<file path="config.mk">
export PLATFORM = sky130hd
export DESIGN_NAME = mwik_csr
export DESIGN_NICKNAME = d
export VERILOG_FILES = /design/src/rtl/core/mwik_pkg.sv /design/src/rtl/core/mwik_csr.sv
export SDC_FILE = /design/constraint.sdc
export NUM_CORES = 1
export LEC_CHECK = 0
export ABC_AREA = 0
export BUFFER_PORTS_ARGS = -buffer_cell sky130_fd_sc_hd__buf_4
export CORE_UTILIZATION = 35
export CTS_CLUSTER_SIZE = 16
export DETAILED_ROUTE_END_ITERATION = 12
export PLACE_DENSITY_LB_ADDON = 0.1
export SLEW_MARGIN = 20
export SYNTH_ARGS = -nofsm -noshare
export SYNTH_HDL_FRONTEND = slang
export SYNTH_SLANG_ARGS = --single-unit
</file>
<file path="constraint.sdc">
create_clock -name clock -period 1.3 [get_ports clock]
set_clock_uncertainty 0.2 [all_clocks]
set_input_delay 0.065 -clock clock [delete_from_list [all_inputs] [get_ports clock]]
set_output_delay 0.065 -clock clock [all_outputs]
set_load 0.02 [all_outputs]
</file>
<file path="src/rtl/core/mwik_pkg.sv">
package mwik_pkg;

   // Default build options
   localparam int CORDIC_STAGES_DEF = 16;
   localparam int ANGLE_BITS_DEF    = 16;

   // Field widths
   localparam int SPEED_W    = 16;
   localparam int ANG_W      = 16;
   localparam int GEOM_W     = 12;
   localparam int INVR_W     = 16;
   localparam int WHEEL_W    = 20;
   localparam int TRIG_W     = 16;
   localparam int CSR_DATA_W = 32;
   localparam int CSR_ADDR_W = 3;
   localparam int NUM_WHEELS = 4;

   // CORDIC datapath, Q30
   localparam int XY_W = 32;
   localparam logic signed [XY_W-1:0] X_INIT     = 32'sd652032875;
   localparam logic signed [XY_W-1:0] ROUND_Q15  = 32'sd16384;
   localparam logic signed [TRIG_W-1:0] TRIG_MAX = 16'sd32767;

   // Register reset values
   localparam logic [GEOM_W-1:0] GEOM_RESET = 12'd300;
   localparam logic [INVR_W-1:0] INVR_RESET = 16'd1311;

   // Register map, by word index
   typedef enum logic {
      REG_GEOMETRY   = 1'b0,
      REG_INV_RADIUS = 1'b1
   } csr_index_type;

   // Arctangent of 2^-i in units of 2^-32 turn
   typedef logic [31:0] atan_tab_type [24];
   localparam atan_tab_type ATAN_TURN32 = '{
      32'd536870912, 32'd316933406, 32'd167458907, 32'd85004756,
      32'd42667331,  32'd21354465,  32'd10679838,  32'd5340245,
      32'd2670163,   32'd1335087,   32'd667544,    32'd333772,
      32'd166886,    32'd83443,     32'd41722,     32'd20861,
      32'd10430,     32'd5215,      32'd2608,      32'd1304,
      32'd652,       32'd326,       32'd163,       32'd81
   };

   // Arctangent step rounded to the angle resolution
   function automatic logic [32:0] atan_step(input int idx, input int abits);
      logic [32:0] v;
      v = {1'b0, ATAN_TURN32[idx]} + (33'd1 << (31 - abits));
      return v >> (32 - abits);
   endfunction

   // Command terms that ride alongside the rotation
   typedef struct packed {
      logic signed [SPEED_W-1:0] lin_speed;
      logic signed [SPEED_W-1:0] yaw_rate;
   } side_type;

   // Rotation result into the wheel path
   typedef struct packed {
      logic                     valid;
      logic signed [TRIG_W-1:0] cos_q15;
      logic signed [TRIG_W-1:0] sin_q15;
      side_type                 side;
   } trig_type;

   // Finished result beat
   typedef struct packed {
      logic                                 valid;
      logic [NUM_WHEELS-1:0][WHEEL_W-1:0]   wheel;
      logic                                 saturated;
   } rsp_type;

endpackage

</file>
<file path="src/rtl/core/mwik_csr.sv">
module mwik_csr import mwik_pkg::*; (
   input  logic                  clock,
   input  logic                  reset,
   input  logic                  psel,
   input  logic                  penable,
   input  logic                  pwrite,
   input  logic [CSR_ADDR_W-1:0] paddr,
   input  logic [CSR_DATA_W-1:0] pwdata,
   output logic [CSR_DATA_W-1:0] prdata,
   output logic                  pready,
   output logic [GEOM_W-1:0]     geometry_sum_mm,
   output logic [INVR_W-1:0]     inv_radius_q16
);

   logic          wr_beat;
   csr_index_type idx;
   logic [GEOM_W-1:0] geometry_ff;
   logic [INVR_W-1:0] inv_radius_ff;

   assign pready  = 1'b1;
   assign wr_beat = psel & penable & pwrite;
   assign idx     = csr_index_type'(paddr[2]);

   // Register writes, low bits kept
   always_ff @(posedge clock) begin
      if (reset) begin
         geometry_ff   <= GEOM_RESET;
         inv_radius_ff <= INVR_RESET;
      end else if (wr_beat) begin
         case (idx)
            REG_GEOMETRY:   geometry_ff   <= pwdata[GEOM_W-1:0];
            REG_INV_RADIUS: inv_radius_ff <= pwdata[INVR_W-1:0];
            default: ;
         endcase
      end
   end

   // Read back
   always_comb begin
      case (idx)
         REG_GEOMETRY:   prdata = CSR_DATA_W'(geometry_ff);
         REG_INV_RADIUS: prdata = CSR_DATA_W'(inv_radius_ff);
         default:        prdata = '0;
      endcase
   end

   assign geometry_sum_mm = geometry_ff;
   assign inv_radius_q16  = inv_radius_ff;

endmodule

</file>
# After elaboration in Yosys (flattened, before gate mapping)
# Index checks and enable logic that the tools add are counted.
word_totals:
  reg_bits: 28
  latch_bits: 0
  ramBits: 0
  mem_bits_ro: 0
  in_bits: 40
  out_inout_bits: 61
  word_cells: 8
  memories: 0
op_classes:
  n_addsub: 0
  mul: 0
  div: 0
  n_lt_le_gt_ge: 0
  eq_ne: 0
  shift: 0
  mux: 1
  bitwise_logic: 3
  reduce_logical: 2
ops:
  columns: ["operator", "count"]
  rows:
  - ["$pmux W32 S2", 1]
  - ["$reduce_and A2 Y1", 2]
  - ["$and A1 B1 Y1", 2]
  - ["$not A1 Y1", 1]

# Depth between registers and ports, before layout
logic_depth:
  depth_word: 3
  ltp_mapped: 5

# Least setup slack after synthesis
# OpenSTA, ideal clock, no wires.
synth_timing:
  path_kind: "input to register"
  from: "input port paddr[2]"
  to: "register inv_radius_ff[8] (netlist: inv_radius_q16[8])"
  arrival_time_ps: 786
  required_ps: 1028
  slack_ps: 242
  path_stages: 5
  path_buffers: 3
  path_cell_list: "buf_6 and4_4 buf_12 buf_12 mux2i_1"
synth_between:
  elab_chain_cells: 1
synth_lines:
  columns: ["item", "line_no", "text"]
  rows:
  - ["start, declared", "mwik_csr.sv:7", "input logic [CSR_ADDR_W-1:0] paddr,"]
  - ["$reduce_and A2 Y1 (no source line)", null, null]
  - ["end signal, assigned", "mwik_csr.sv:32", "REG_INV_RADIUS: inv_radius_ff <= pwdata[INVR_W-1:0];"]
  - ["end, declared", "mwik_csr.sv:18", "logic [INVR_W-1:0] inv_radius_ff;"]
# Every way passes these cells.
# A chain may end at the register's enable or synchronous reset.

# Worst setup path in the final report
layout_timing:
  from: "register inv_radius_ff[7] (netlist: inv_radius_q16[7])"
  to: "output port prdata[7]"
layout_between:
  elab_chain_cells: 1
layout_lines:
  columns: ["item", "line_no", "text"]
  rows:
  - ["$pmux W32 S2", "mwik_csr.sv:40", "case (idx)"]
  - ["end, declared", "mwik_csr.sv:9", "output logic [CSR_DATA_W-1:0] prdata,"]
# Every way passes these cells. The select of a mux whose other input is x is not followed.

==> results by group <==
Run status
  – Run status: finished clean

Setup path
  – Type of origin of the critical path: flip-flop
  – Critical path origin: inv_radius_q16[7]$_SDFFE_PP0P_
  – Required time reported for the critical path endpoint: 1030 ps
  – Cell breakdown of the critical path: mux2_2, buf_6
  – Critical Path Sink: prdata[7]
  – Type of the worst setup path: flip-flop to output port
  – Endpoint of the worst register-to-register path: geometry_sum_mm[3]$_SDFFE_PP1P_
  – Sort of element at the end of the critical path: output port
  – Reg-to-reg startpoint: geometry_sum_mm[3]$_SDFFE_PP1P_
  – Worst-path maximum fanout: 3
  – Largest incremental delay on the critical path: 340 ps
  – Crit path DAT: 1020 ps
  – FF-to-FF setup slack: 350 ps
  – Cell with the largest stage delay on the worst path: sky130_fd_sc_hd__dfxtp_1
  – Worst R2R Path Depth: 3

Cells and area
  – Proportion of layout cells with a drive suffix above 1: 49.16%
  – Post-route core utilization: 56.98%
  – Non-filler instance count after layout: 288
  – Layout fillers: 387
  – Antenna Cells: 0
  – Net total in the final layout: 279
  – Synthesis-to-layout area growth: 53.55%

Clock network
  – Root cell of the clock tree: sky130_fd_sc_hd__clkbuf_8
  – Sinks on Clock Net: 28
  – CTS HTree Levels: 1
  – Max clock buf depth: 2
  – CTS Buf Count: 3
  – Reg clk slew, reported paths: 90 ps
  – Later-pin clock latency in the skew report: 270 ps
  – CTS tree: built

Route
  – Met3 wire len: 170 um
  – Number of iterations in the first detailed-routing pass: 3
  – Drt via density: 4.396
  – Post-route DRC: 0
  – Post-detailed-route wirelength per cell: 12.54 um
  – First DRT Iteration DRCs: 41
  – DR WL met2: 1.791 mm
  – Final routed wirelength across all metal layers: 3.611 mm
  – Routed metal-1 wire length: 1.628 mm
  – Top routing layer used: met4
  – Via count: 1266
  – Antenna-violating nets left: 0

Power and ir drop
  – Total power of the final layout: 1836 uW
  – Sequential Power Share: 48.6%
  – Internal power contribution: 1355 uW
  – IR drop worst, VDD: 0.7873 mV
  – Power density over the cells: 788.5 nW/um^2
  – Combinational cell fraction of total power: 21.9%
  – LEAKAGE: 0.001046 uW
  – Net Switching: 480.8 uW
  – Proportion of power drawn by the clock network: 29.5%
  – Sw Ratio: 26.19%

Synth
  – Synth top area cells: sky130_fd_sc_hd__dfxtp_1 37%, sky130_fd_sc_hd__mux2i_1 18%, sky130_fd_sc_hd__nand2b_1 12%
  – Count of synthesis-stage warnings from yosys: 0
  – Count of flip-flops with a built-in enable after synthesis: 0
  – Most numerous cell types in the synthesized netlist: 30 x sky130_fd_sc_hd__nand2b_1, 28 x sky130_fd_sc_hd__dfxtp_1, 28 x sky130_fd_sc_hd__mux2i_1
  – Synthesized instance count: 153
  – Flop and latch count out of synthesis: 28
  – Post-synthesis area per instance: 9.911 um^2
  – Yosys cell types: 15
  – Ys async rst share: 0%
  – Post-synthesis instance area: 1516 um^2
  – Sequential-to-total area share from yosys stat: 36.96%
  – Yosys top cell area share: 36.96%
  – Most frequently used cell type in the post-synthesis netlist: sky130_fd_sc_hd__nand2b_1
  – Biggest area consumer among synthesized cells: sky130_fd_sc_hd__dfxtp_1
  – Most used flip-flop cell after synthesis: sky130_fd_sc_hd__dfxtp_1

GRT
  – Total overflow reported by the global router: 0
  – Number of antenna violations at the first check in global routing: 0
  – Pin count of the biggest net entering global routing: 50
  – Vias in the first global route: 1161
  – Overall Global Routing Usage: 15.45%
  – Global-route wire length before repair: 5.340 mm

STA
  – Upper clock frequency limit: 779.9 MHz
  – Final critical-path required period: 1282 ps
  – Count of pins over their slew limit: 0
  – Unrepaired setup endpoints after global routing: yes
  – Fraction of the cycle the final worst path needs: 98.63%
  – Number of failing setup endpoints in the final timing report: 0
  – Final hold slack: 22.60 ps
  – Total count of hold-check failures in the final report: 0

Die
  – Area of the core: 4086 um^2
  – Overall die area: 4600 um^2
  – Number of rows created at floorplan: 23
  – Starting Density: 37.11%
  – I/O Pins: 101
  – Die H: 67.83 um
  – Overall die width: 67.83 um

Placed design
  – Last weighted congestion value of the routability-driven placer: 0.6739
  – Number of buffers inserted by port buffering: 65
  – Placed Cells: 258
  – Half-perimeter wire length after placement: 2.349 mm

Job
  – Number of max-cap violations: 0

Hold path
  – Class of the tightest hold or removal check: input pin to flip-flop
## layer usage
layer | global-route usage [%] | vias to the layer above
met1 | 18.02 | 590
li1 | - | 634
met5 | 0 | -
met2 | 28.59 | 40
met3 | 3.500 | 2
met4 | 3.125 | 0
## cell type report
| cell class | count | area (um^2) | area share, % |
|---|---|---|---|
| clock buffers | 4 | 55.05 | 2.364 |
| multi-input cells | 113 | 814.5 | 34.98 |
| flip-flops and latches | 28 | 588.1 | 25.26 |
| well taps | 50 | 62.56 | 2.687 |
| repair buffers | 93 | 808.3 | 34.71 |
## placed cells by master (no fill, tap or decap), drive strengths merged
cell type    Yosys  layout
mux2i           28      28
nor2            19      19
dlygate4sd3      0      16
nand2b          30      30
clkbuf           3       4
mux2            12      12
and4b            1       1
and4             1       1
conb             2      17
nand4b           1       1
dfxtp           28      28
buf             24      77
and2             4       4
## state kept, by name, indices dropped and copies added (netlist names)
name	flops
geometry_sum_mm	12
inv_radius_q16	16
## cell families (layout without fill, tap and decap cells)
group,count (synthesis),count (layout),share of synthesized area [%]
other cells,2,17,0.4952
simple gates,56,56,21.12
flops,28,28,36.96
buf+inv,27,97,14.03
mux,40,40,27.39
## worst min path at each step
| stage | from | to | slack (ps) | depth (start not counted) |
|---|---|---|---|---|
| after floorplan | pwdata[15] | inv_radius_q16[15]$_SDFFE_PP0P_ | 20 | 2 |
| after global placement | pwdata[8] | geometry_sum_mm[8]$_SDFFE_PP1P_ | 130 | 3 |
| after detailed placement | pwdata[4] | inv_radius_q16[4]$_SDFFE_PP1P_ | 140 | 3 |
| after CTS | penable | geometry_sum_mm[11]$_SDFFE_PP0P_ | 20 | 3 |
| after global routing | penable | geometry_sum_mm[11]$_SDFFE_PP0P_ | 30 | 3 |
| final | penable | geometry_sum_mm[11]$_SDFFE_PP0P_ | 20 | 3 |
## per-stage QoR
step | setup TNS [ps] | worst slack (ps) | cell area [um^2]
3_5_place_dp | 0 | 63.14 | 1951
2_1_floorplan | 0 | 242.1 | 1573
5_1_grt | -74.07 | -13.54 | 2328
3_3_place_gp | 0 | 95.34 | 1951
6_report | 0 | 17.84 | 2328
4_1_cts | 0 | 0.2792 | 2223
## worst max-delay path: cells and delay by family (launching register included)
kind	cells	cell delay, ps
buf+inv	1	130
flops	1	340
mux	1	280
## power groups by stage
stage | Clock, uW | Combinational (uW) | Sequential (uW)
finish | 541 | 402 | 893
global route | 595 | 433 | 896
CTS | 559 | 381 | 892
detailed placement | 0 | 335 | 911
global placement | 0 | 329 | 910
floorplan | 0 | 225 | 932
## repair_timing
item	CTS	global route
resized for setup	14	24
hold buffers	16	0
hold endpoints to repair	28	0
setup buffers	5	5
endpoints found under the setup margin	8	12
(Power assumes the default switching activity.)
