## config.mk

```make
export PLATFORM = sky130hd
export DESIGN_NAME = mwik_cordic
export DESIGN_NICKNAME = d
export VERILOG_FILES = /design/src/rtl/core/mwik_pkg.sv /design/src/rtl/core/mwik_cordic.sv
export SDC_FILE = /design/constraint.sdc
export NUM_CORES = 2
export LEC_CHECK = 0
export ABC_AREA = 1
export BUFFER_PORTS_ARGS = -buffer_cell sky130_fd_sc_hd__buf_4
export CAP_MARGIN = 15
export CELL_PAD_IN_SITES_DETAIL_PLACEMENT = 0
export CELL_PAD_IN_SITES_GLOBAL_PLACEMENT = 1
export CORE_MARGIN = 2
export CORE_UTILIZATION = 52
export CTS_CLUSTER_SIZE = 20
export DETAILED_ROUTE_END_ITERATION = 10
export PLACE_DENSITY_LB_ADDON = 0.1
export SYNTH_ARGS = -nofsm -noshare
export SYNTH_HDL_FRONTEND = slang
export SYNTH_SLANG_ARGS = --single-unit
```

## constraint.sdc

```tcl
create_clock -name clock -period 6.7 [get_ports clock]
set_input_delay 0.67 -clock clock [delete_from_list [all_inputs] [get_ports clock]]
set_output_delay 0.67 -clock clock [all_outputs]
set_load 0.01 [all_outputs]
```

## src/rtl/core/mwik_pkg.sv

```systemverilog
package mwik_pkg;

   // Default build options
   localparam int CORDIC_STAGES_DEF = 16;
   localparam int ANGLE_BITS_DEF    = 16;

   // Field widths
   localparam int SPEED_W    = 16;
   localparam int ANG_W      = 16;
   localparam int GEOM_W     = 12;
   localparam int INVR_W     = 16;
   localparam int WHEEL_W    = 20;
   localparam int TRIG_W     = 16;
   localparam int CSR_DATA_W = 32;
   localparam int CSR_ADDR_W = 3;
   localparam int NUM_WHEELS = 4;

   // CORDIC datapath, Q30
   localparam int XY_W = 32;
   localparam logic signed [XY_W-1:0] X_INIT     = 32'sd652032875;
   localparam logic signed [XY_W-1:0] ROUND_Q15  = 32'sd16384;
   localparam logic signed [TRIG_W-1:0] TRIG_MAX = 16'sd32767;

   // Register reset values
   localparam logic [GEOM_W-1:0] GEOM_RESET = 12'd300;
   localparam logic [INVR_W-1:0] INVR_RESET = 16'd1311;

   // Register map, by word index
   typedef enum logic {
      REG_GEOMETRY   = 1'b0,
      REG_INV_RADIUS = 1'b1
   } csr_index_type;

   // Arctangent of 2^-i in units of 2^-32 turn
   typedef logic [31:0] atan_tab_type [24];
   localparam atan_tab_type ATAN_TURN32 = '{
      32'd536870912, 32'd316933406, 32'd167458907, 32'd85004756,
      32'd42667331,  32'd21354465,  32'd10679838,  32'd5340245,
      32'd2670163,   32'd1335087,   32'd667544,    32'd333772,
      32'd166886,    32'd83443,     32'd41722,     32'd20861,
      32'd10430,     32'd5215,      32'd2608,      32'd1304,
      32'd652,       32'd326,       32'd163,       32'd81
   };

   // Arctangent step rounded to the angle resolution
   function automatic logic [32:0] atan_step(input int idx, input int abits);
      logic [32:0] v;
      v = {1'b0, ATAN_TURN32[idx]} + (33'd1 << (31 - abits));
      return v >> (32 - abits);
   endfunction

   // Command terms that ride alongside the rotation
   typedef struct packed {
      logic signed [SPEED_W-1:0] lin_speed;
      logic signed [SPEED_W-1:0] yaw_rate;
   } side_type;

   // Rotation result into the wheel path
   typedef struct packed {
      logic                     valid;
      logic signed [TRIG_W-1:0] cos_q15;
      logic signed [TRIG_W-1:0] sin_q15;
      side_type                 side;
   } trig_type;

   // Finished result beat
   typedef struct packed {
      logic                                 valid;
      logic [NUM_WHEELS-1:0][WHEEL_W-1:0]   wheel;
      logic                                 saturated;
   } rsp_type;

endpackage

```

## src/rtl/core/mwik_cordic.sv

```systemverilog
module mwik_cordic import mwik_pkg::*; #(
   parameter int CORDIC_STAGES = CORDIC_STAGES_DEF,
   parameter int ANGLE_BITS    = ANGLE_BITS_DEF
) (
   input  logic             clock,
   input  logic             reset,
   input  logic             in_valid,
   input  logic [ANG_W-1:0] travel_dir,
   input  logic [ANG_W-1:0] heading,
   input  side_type         side,
   output trig_type         trig
);

   localparam int Z_W = ANGLE_BITS + 1;
   localparam int R_W = XY_W - 15;

   // Round Q30 to Q15 and clamp to the symmetric range
   function automatic logic signed [TRIG_W-1:0] round_q15(input logic signed [XY_W-1:0] v);
      logic signed [XY_W-1:0] t;
      logic signed [R_W-1:0]  r;
      logic signed [TRIG_W-1:0] q;
      t = v + ROUND_Q15;
      r = signed'(t[XY_W-1:15]);
      if (r > R_W'(TRIG_MAX))
         q = TRIG_MAX;
      else if (r < -R_W'(TRIG_MAX))
         q = -TRIG_MAX;
      else
         q = r[TRIG_W-1:0];
      return q;
   endfunction

   logic [ANG_W-1:0]      diff;
   logic [ANGLE_BITS-1:0] ang;
   logic                  flip_in;
   logic signed [Z_W-1:0] z0_in;

   logic                   valid_ff [CORDIC_STAGES+1];
   logic signed [XY_W-1:0] x_ff     [CORDIC_STAGES+1];
   logic signed [XY_W-1:0] y_ff     [CORDIC_STAGES+1];
   logic signed [Z_W-1:0]  z_ff     [CORDIC_STAGES+1];
   logic                   flip_ff  [CORDIC_STAGES+1];
   side_type               side_ff  [CORDIC_STAGES+1];

   logic                     out_valid_ff;
   logic signed [TRIG_W-1:0] cos_ff;
   logic signed [TRIG_W-1:0] sin_ff;
   side_type                 out_side_ff;
   logic signed [TRIG_W-1:0] cos_in;
   logic signed [TRIG_W-1:0] sin_in;

   // Angle difference scaled to the working resolution
   assign diff = travel_dir - heading;

   generate
      if (ANGLE_BITS <= ANG_W) begin : g_narrow
         assign ang = diff[ANG_W-1 -: ANGLE_BITS];
      end else begin : g_wide
         assign ang = {diff, {(ANGLE_BITS-ANG_W){1'b0}}};
      end
   endgenerate

   // Fold the half turn around pi onto the right half plane
   assign flip_in = ang[ANGLE_BITS-1] ^ ang[ANGLE_BITS-2];
   assign z0_in   = signed'({ang[ANGLE_BITS-2], ang[ANGLE_BITS-2], ang[ANGLE_BITS-2],
                             ang[ANGLE_BITS-3:0]});

   // Entry stage
   always_ff @(posedge clock) begin
      if (reset) begin
         valid_ff[0] <= 1'b0;
      end else begin
         valid_ff[0] <= in_valid;
      end
   end

   always_ff @(posedge clock) begin
      x_ff[0]    <= X_INIT;
      y_ff[0]    <= '0;
      z_ff[0]    <= z0_in;
      flip_ff[0] <= flip_in;
      side_ff[0] <= side;
   end

   // One micro-rotation per stage
   generate
      for (genvar i = 0; i < CORDIC_STAGES; i++) begin : g_iter
         localparam logic [32:0] T_FULL = atan_step(i, ANGLE_BITS);
         localparam logic signed [Z_W-1:0] T_STEP = signed'(T_FULL[Z_W-1:0]);

         logic signed [XY_W-1:0] dx;
         logic signed [XY_W-1:0] dy;
         logic signed [XY_W-1:0] x_in;
         logic signed [XY_W-1:0] y_in;
         logic signed [Z_W-1:0]  z_in;

         always_comb begin
            dx = y_ff[i] >>> i;
            dy = x_ff[i] >>> i;
            if (!z_ff[i][Z_W-1]) begin
               x_in = x_ff[i] - dx;
               y_in = y_ff[i] + dy;
               z_in = z_ff[i] - T_STEP;
            end else begin
               x_in = x_ff[i] + dx;
               y_in = y_ff[i] - dy;
               z_in = z_ff[i] + T_STEP;
            end
         end

         always_ff @(posedge clock) begin
            if (reset) begin
               valid_ff[i+1] <= 1'b0;
            end else begin
               valid_ff[i+1] <= valid_ff[i];
            end
         end

         always_ff @(posedge clock) begin
            x_ff[i+1]    <= x_in;
            y_ff[i+1]    <= y_in;
            z_ff[i+1]    <= z_in;
            flip_ff[i+1] <= flip_ff[i];
            side_ff[i+1] <= side_ff[i];
         end
      end
   endgenerate

   // Round, clamp, undo the fold
   always_comb begin
      cos_in = round_q15(x_ff[CORDIC_STAGES]);
      sin_in = round_q15(y_ff[CORDIC_STAGES]);
      if (flip_ff[CORDIC_STAGES]) begin
         cos_in = -cos_in;
         sin_in = -sin_in;
      end
   end

   always_ff @(posedge clock) begin
      if (reset) begin
         out_valid_ff <= 1'b0;
      end else begin
         out_valid_ff <= valid_ff[CORDIC_STAGES];
      end
   end

   always_ff @(posedge clock) begin
      cos_ff      <= cos_in;
      sin_ff      <= sin_in;
      out_side_ff <= side_ff[CORDIC_STAGES];
   end

   assign trig.valid   = out_valid_ff;
   assign trig.cos_q15 = cos_ff;
   assign trig.sin_q15 = sin_ff;
   assign trig.side    = out_side_ff;

endmodule

```

Word level (Yosys, flattened, before mapping)
Memories as Yosys holds them, arrays and structs flattened. A register that Yosys moved wholly into a read port is not among the register bits.
Index checks and enable logic that the tools add are counted.
{"block": "classes", "addsub": 98, "n_lt_le_gt_ge": 4, "muxes": 73, "bitwise_logic": 18}
{"operator": "32-bit two-way mux", "count": 32}
{"operator": "17-bit two-way mux", "count": 15}
{"operator": "16-bit two-way mux", "count": 6}
{"operator": "32-bit by 16-bit adder with 32-bit output (second input constant)", "count": 2}
{"operator": "32-bit by 17-bit adder with 32-bit output", "count": 2}
{"operator": "32-bit by 18-bit adder with 32-bit output", "count": 2}
{"operator": "32-bit by 19-bit adder with 32-bit output", "count": 2}
{"operator": "32-bit by 20-bit adder with 32-bit output", "count": 2}
{"operator": "32-bit by 21-bit adder with 32-bit output", "count": 2}
{"operator": "32-bit by 22-bit adder with 32-bit output", "count": 2}
{"operator": "32-bit by 23-bit adder with 32-bit output", "count": 2}
{"operator": "32-bit by 24-bit adder with 32-bit output", "count": 2}
{"operator": "32-bit by 25-bit adder with 32-bit output", "count": 2}
{"operator": "32-bit by 26-bit adder with 32-bit output", "count": 2}
{"operator": "32-bit by 27-bit adder with 32-bit output", "count": 2}
{"operator": "32-bit by 28-bit adder with 32-bit output", "count": 2}
{"operator": "32-bit by 29-bit adder with 32-bit output", "count": 2}
{"operator": "32-bit by 30-bit adder with 32-bit output", "count": 2}
{"operator": "32-bit by 31-bit adder with 32-bit output", "count": 2}
{"operator": "32-bit by 17-bit subtractor with 32-bit output", "count": 2}
{"operator": "32-bit by 18-bit subtractor with 32-bit output", "count": 2}
{"operator": "32-bit by 19-bit subtractor with 32-bit output", "count": 2}
{"operator": "32-bit by 20-bit subtractor with 32-bit output", "count": 2}
{"operator": "32-bit by 21-bit subtractor with 32-bit output", "count": 2}
{"operator": "other kinds (47)", "count": 98}
{"block": "totals", "regBits": 32, "ram_bits": 1955, "inputBits": 67, "output_inout_bits": 65, "word_cells": 201, "memories": 6}
{"name": "side_ff", "words": 17, "width": 32, "rd": 17, "rd_clocked_by_memory_dff": 1, "wr": 17, "line": "mwik_cordic.sv:43", "source": "side_type side_ff [CORDIC_STAGES+1];"}
{"name": "x_ff", "words": 17, "width": 32, "rd": 17, "rd_clocked_by_memory_dff": 0, "wr": 17, "line": "mwik_cordic.sv:39", "source": "logic signed [XY_W-1:0] x_ff [CORDIC_STAGES+1];"}
{"name": "y_ff", "words": 17, "width": 32, "rd": 17, "rd_clocked_by_memory_dff": 0, "wr": 17, "line": "mwik_cordic.sv:40", "source": "logic signed [XY_W-1:0] y_ff [CORDIC_STAGES+1];"}
{"name": "z_ff", "words": 17, "width": 17, "rd": 16, "rd_clocked_by_memory_dff": 0, "wr": 17, "line": "mwik_cordic.sv:41", "source": "logic signed [Z_W-1:0] z_ff [CORDIC_STAGES+1];"}
{"name": "flip_ff", "words": 17, "width": 1, "rd": 17, "rd_clocked_by_memory_dff": 0, "wr": 17, "line": "mwik_cordic.sv:42", "source": "logic flip_ff [CORDIC_STAGES+1];"}
{"name": "valid_ff", "words": 17, "width": 1, "rd": 17, "rd_clocked_by_memory_dff": 1, "wr": 17, "line": "mwik_cordic.sv:38", "source": "logic valid_ff [CORDIC_STAGES+1];"}

Longest topological paths before layout
{"block": "logic_depth", "ltp_word": 6, "mapped_depth": 27, "ltp_nobuf": 26}

Worst setup path after synthesis
OpenSTA, ideal clock, no wires.
{"block": "synth_path", "path_kind": "flip-flop to flip-flop", "startpoint": "mem z_ff[0][135] (netlist bit)", "endpoint": "mem x_ff[8][24] (netlist: x_ff[0][280])", "setup_time_ns": 0.121, "arrival_ns": 3.753, "t_required_ns": 6.579, "slack_ns": 2.826, "path_stages_with_launch": 18, "n_path_buf": 3, "period_less_slack_ns": 3.874, "cell_sequence": "dfxtp_1 -> clkbuf_1 -> clkinv_1 -> clkbuf_1 -> buf_1 -> o21ai_0 -> fa_1 -> nand3_1 -> nand2_1 -> a21oi_1 -> o21ai_1 -> a21boi_0 -> o21ai_1 -> a21boi_0 -> o21ai_0 -> nand2_1 -> nand2_1 -> xor2_1"}
{"element": "from (decl)", "line": "mwik_cordic.sv:41"}
{"element": "to (decl)", "line": "mwik_cordic.sv:39"}

==> flow_summary_export.csv <==
group,metric,value,unit
setup_path,rrSetupSlack,1640,ps
synthesis,ys_types,65,
clock_network,cts_buffers,188,
timing,slew_headroom,23.2,%
timing,whs,149,ps
clock_network,cts.reportedPaths.clkPinSlew,70,ps
clock_network,postCtsHoldBufs,33,
route,drc_errors,0,
final_layout,layout-drive-gt1-share,4.15,%
clock_network,cts_tree,"yes",
hold_path,worstHoldPathType,"primary input to flop",
final_layout,seq_area,36600,sq um
route,drtIter0Drc,6878,
synthesis,synth_seq_cells,1826,
floorplanning,num_io_pins,132,
setup_path,worst_path_max_delay_cell,"o41ai_1",
timing,setup_viol,0,
place,place.gp.congestion,1.00,
route,routed-wl-met2,139000,um
timing,clock_skew,66.9,ps
route,drtAntennaViolNets,0,
synthesis,yosysTopAreaCellShare,34.1,%
synthesis,synthCells,13700,
timing,hold_viol_final,0,
route,post_drt_via_cell_ratio,5.41,
final_layout,fillerInstances,19000,
synthesis,syn_area,107000,sq um
setup_path,cp-end-kind,"flop",
floorplanning,row_count,166,
synthesis,yosysMostFrequentCell,"nand2_1",
grt,antenna_found_initial,9,
floorplanning,die_w,458,um
grt,first_global_vias,89000,
route,top_layer_used,"met4",
final_layout,multi_input_area,62700,sq um
grt,gr-total-overflow,0,
setup_path,worst-r2r-cell-count,20,
setup_path,timing.critical_path.mode_cell,"nand2_1",
synthesis,synth_edf_count,0,
synthesis,synthFlopType,"dfxtp_1",
synthesis,ys_top_cells_by_count,"nand2_1 (2,221), inv_1 (1,948), dfxtp_1 (1,826), a21oi_1 (1,263), ha_1 (1,127)",
clock_network,cts_buffer_depth,3,
setup_path,r2r_end,"x_ff[0][286]",
setup_path,crit_fanout,5,
setup_path,timing.rr.start,"y_ff[7][8]",
place,hpwl,254000,um
timing,rsz0062_at_grt,"no",
synthesis,seq_area_frac_synth,34.1,%
setup_path,arrival,5810,ps
clock_network,cts.sinks,1826,
route,wirelength_met1,144000,um
timing,fin_crit_sh,75.6,%
clock_network,htreeDepth,4,
grt,grt_use_total,29.0,%
clock_network,post_cts_buffers,0,
setup_path,worst_setup_path_start_kind,"flop",
setup_path,crit_end,"x_ff[0][286]",
timing,fmaxAchievable,197,MHz
job,cap_violations,0,
clock_network,clock-root-buffer,"clkbuf_16",
route,routed_wl,310000,um
grt,grt_first_pass_wirelength,489000,um
setup_path,cp-startpoint,"y_ff[7][8]",
setup_path,cp.required,7450,ps
synthesis,yosysWarnings,0,
floorplanning,start_util,52.3,%
route,dr.pass1.iters,6,
clock_network,clkLatencyLatePin,850,ps
route,routedWlPerCell,18.3,um
synthesis,synth.avg_cell_area,7.80,sq um
final_layout,nets,15300,
synthesis,synthArstFlopShare,0,%
setup_path,path_cells,"inv_1, ha_1, nand2_1, nor3_1, inv_1, nor2_1, nand2_1, nor3_1, nand3_1, o21ai_0, o21ai_0, xor2_1, ha_1, nand2_1, nor2_1, inv_1, o41ai_1, nand2_1, nand3_1, xor2_1",
timing,setup-tns-final,0,ps
route,wl_met3,17900,um
synthesis,yosysTopAreaCell,"dfxtp_1",
timing,slew_viol_final,0,
timing,fin_crit,5060,ps
grt,grt_start_max_net_pins,50,
floorplanning,core_area,205000,sq um
final_layout,syn2layout_area_growth,10.6,%
clock_network,post_cts_resized,0,
floorplanning,die_area,210000,sq um
timing,tightest_slew,1140,ps
floorplanning,die_height,458,um
run_status,status,"complete, no violations",
place,port_buffers,131,
setup_path,crit_type,"flop to flop",
setup_path,slowest_delay,960,ps
route,vias,91400,
synthesis,synth.area.top_cells,"dfxtp_1 (34%), ha_1 (13%), xor2_1 (8.9%)",
-- worst min-delay path by stage --
stage | slack (ps) | end | startpoint | depth (start not counted)
6_report | 150 | valid_ff[7] | reset | 2
5_1_grt | 120 | valid_ff[10] | reset | 2
4_1_cts | 80 | valid_ff[7] | reset | 2
3_5_place_dp | 310 | side_ff[12][5] | side_ff[11][5] | 0
3_3_place_gp | 310 | side_ff[7][15] | side_ff[6][15] | 0
2_1_floorplan | 310 | flip_ff[0][10] | flip_ff[0][9] | 0
-- critical path, delay by kind of cell (launching register included) --
| kind | cells | cell delay, ps |
|---|---|---|
| buf+inv | 3 | 280 |
| fa+ha+maj | 2 | 600 |
| compound gates | 3 | 1480 |
| simple gates | 10 | 1880 |
| xor+xnor | 2 | 340 |
| flops | 1 | 400 |
-- logic make-up after synthesis --
| logic type | count (synthesis) | synth area share (%) |
|---|---|---|
| other | 2 | 0.00701 |
| and+or+nand+nor | 4285 | 16.7 |
| buffers and inverters | 2065 | 7.28 |
| adders and majority gates | 1167 | 13.9 |
| DFF | 1826 | 34.1 |
| AOI/OAI and AO/OA | 2749 | 14.6 |
| xor gates and xnor gates | 1641 | 13.4 |
-- area by class of cell --
| type | instances | area share, % |
|---|---|---|
| Antenna cell | 12 | 0.0254 |
| Clock buffer | 247 | 4.47 |
| Clock inverter | 94 | 1.17 |
| Inverter | 1963 | 6.23 |
| Multi-Input combinational cell | 9846 | 53.0 |
| Sequential cell | 1826 | 30.9 |
| Tap cell | 2688 | 2.84 |
| Timing Repair Buffer | 209 | 1.40 |
-- per-layer routing --
layer	track usage [%]	up-vias
li1	-	45900
met1	39.7	42500
met2	47.4	2465
met3	3.69	451
met4	9.00	0
met5	0	-
-- flip-flops by register name, summed over array words and instances (netlist names) --
name and cells:
y_ff 467, x_ff 465, trig 32, side_ff 544
valid_ff 17, flip_ff 17, cos_ff 16, out_valid_ff 1
sin_ff 16, z_ff 251
-- placed cells by master (no fill, tap or decap), drive strengths merged, types with 21 or more instances in the layout --
cell            n
nand2        2239
inv          1965
dfxtp        1826
a21oi        1264
nor2         1131
ha           1127
xor2         1094
o21ai         709
xnor2         547
nor3          316
nand3         308
a31oi         247
clkbuf        247
a21boi        183
buf           176
nand4         131
nor4           83
a21o           65
clkinv         55
o21a           54
o31ai          43
fa             40
a221oi         37
o21bai         33
dlygate4sd3    33
or2            31
nand3b         26
a2111oi        25
o221ai         22
o41ai          21
-- through the flow --
step           setup WS, ps  instance area [sq um]  std cells  utilization [%]
2_1_floorplan          2830                 107000      13700                -
3_3_place_gp           1750                 111000      16500             54.4
3_5_place_dp           1760                 111000      16500             54.4
4_1_cts                1740                 118000      16900             57.8
5_1_grt                1160                 118000      16900             57.9
6_report               1640                 118000      16900             57.9
Power is left out: the tool's default activity adds up to more than one toggle a clock period on the data nets, which glitch-free logic cannot reach.
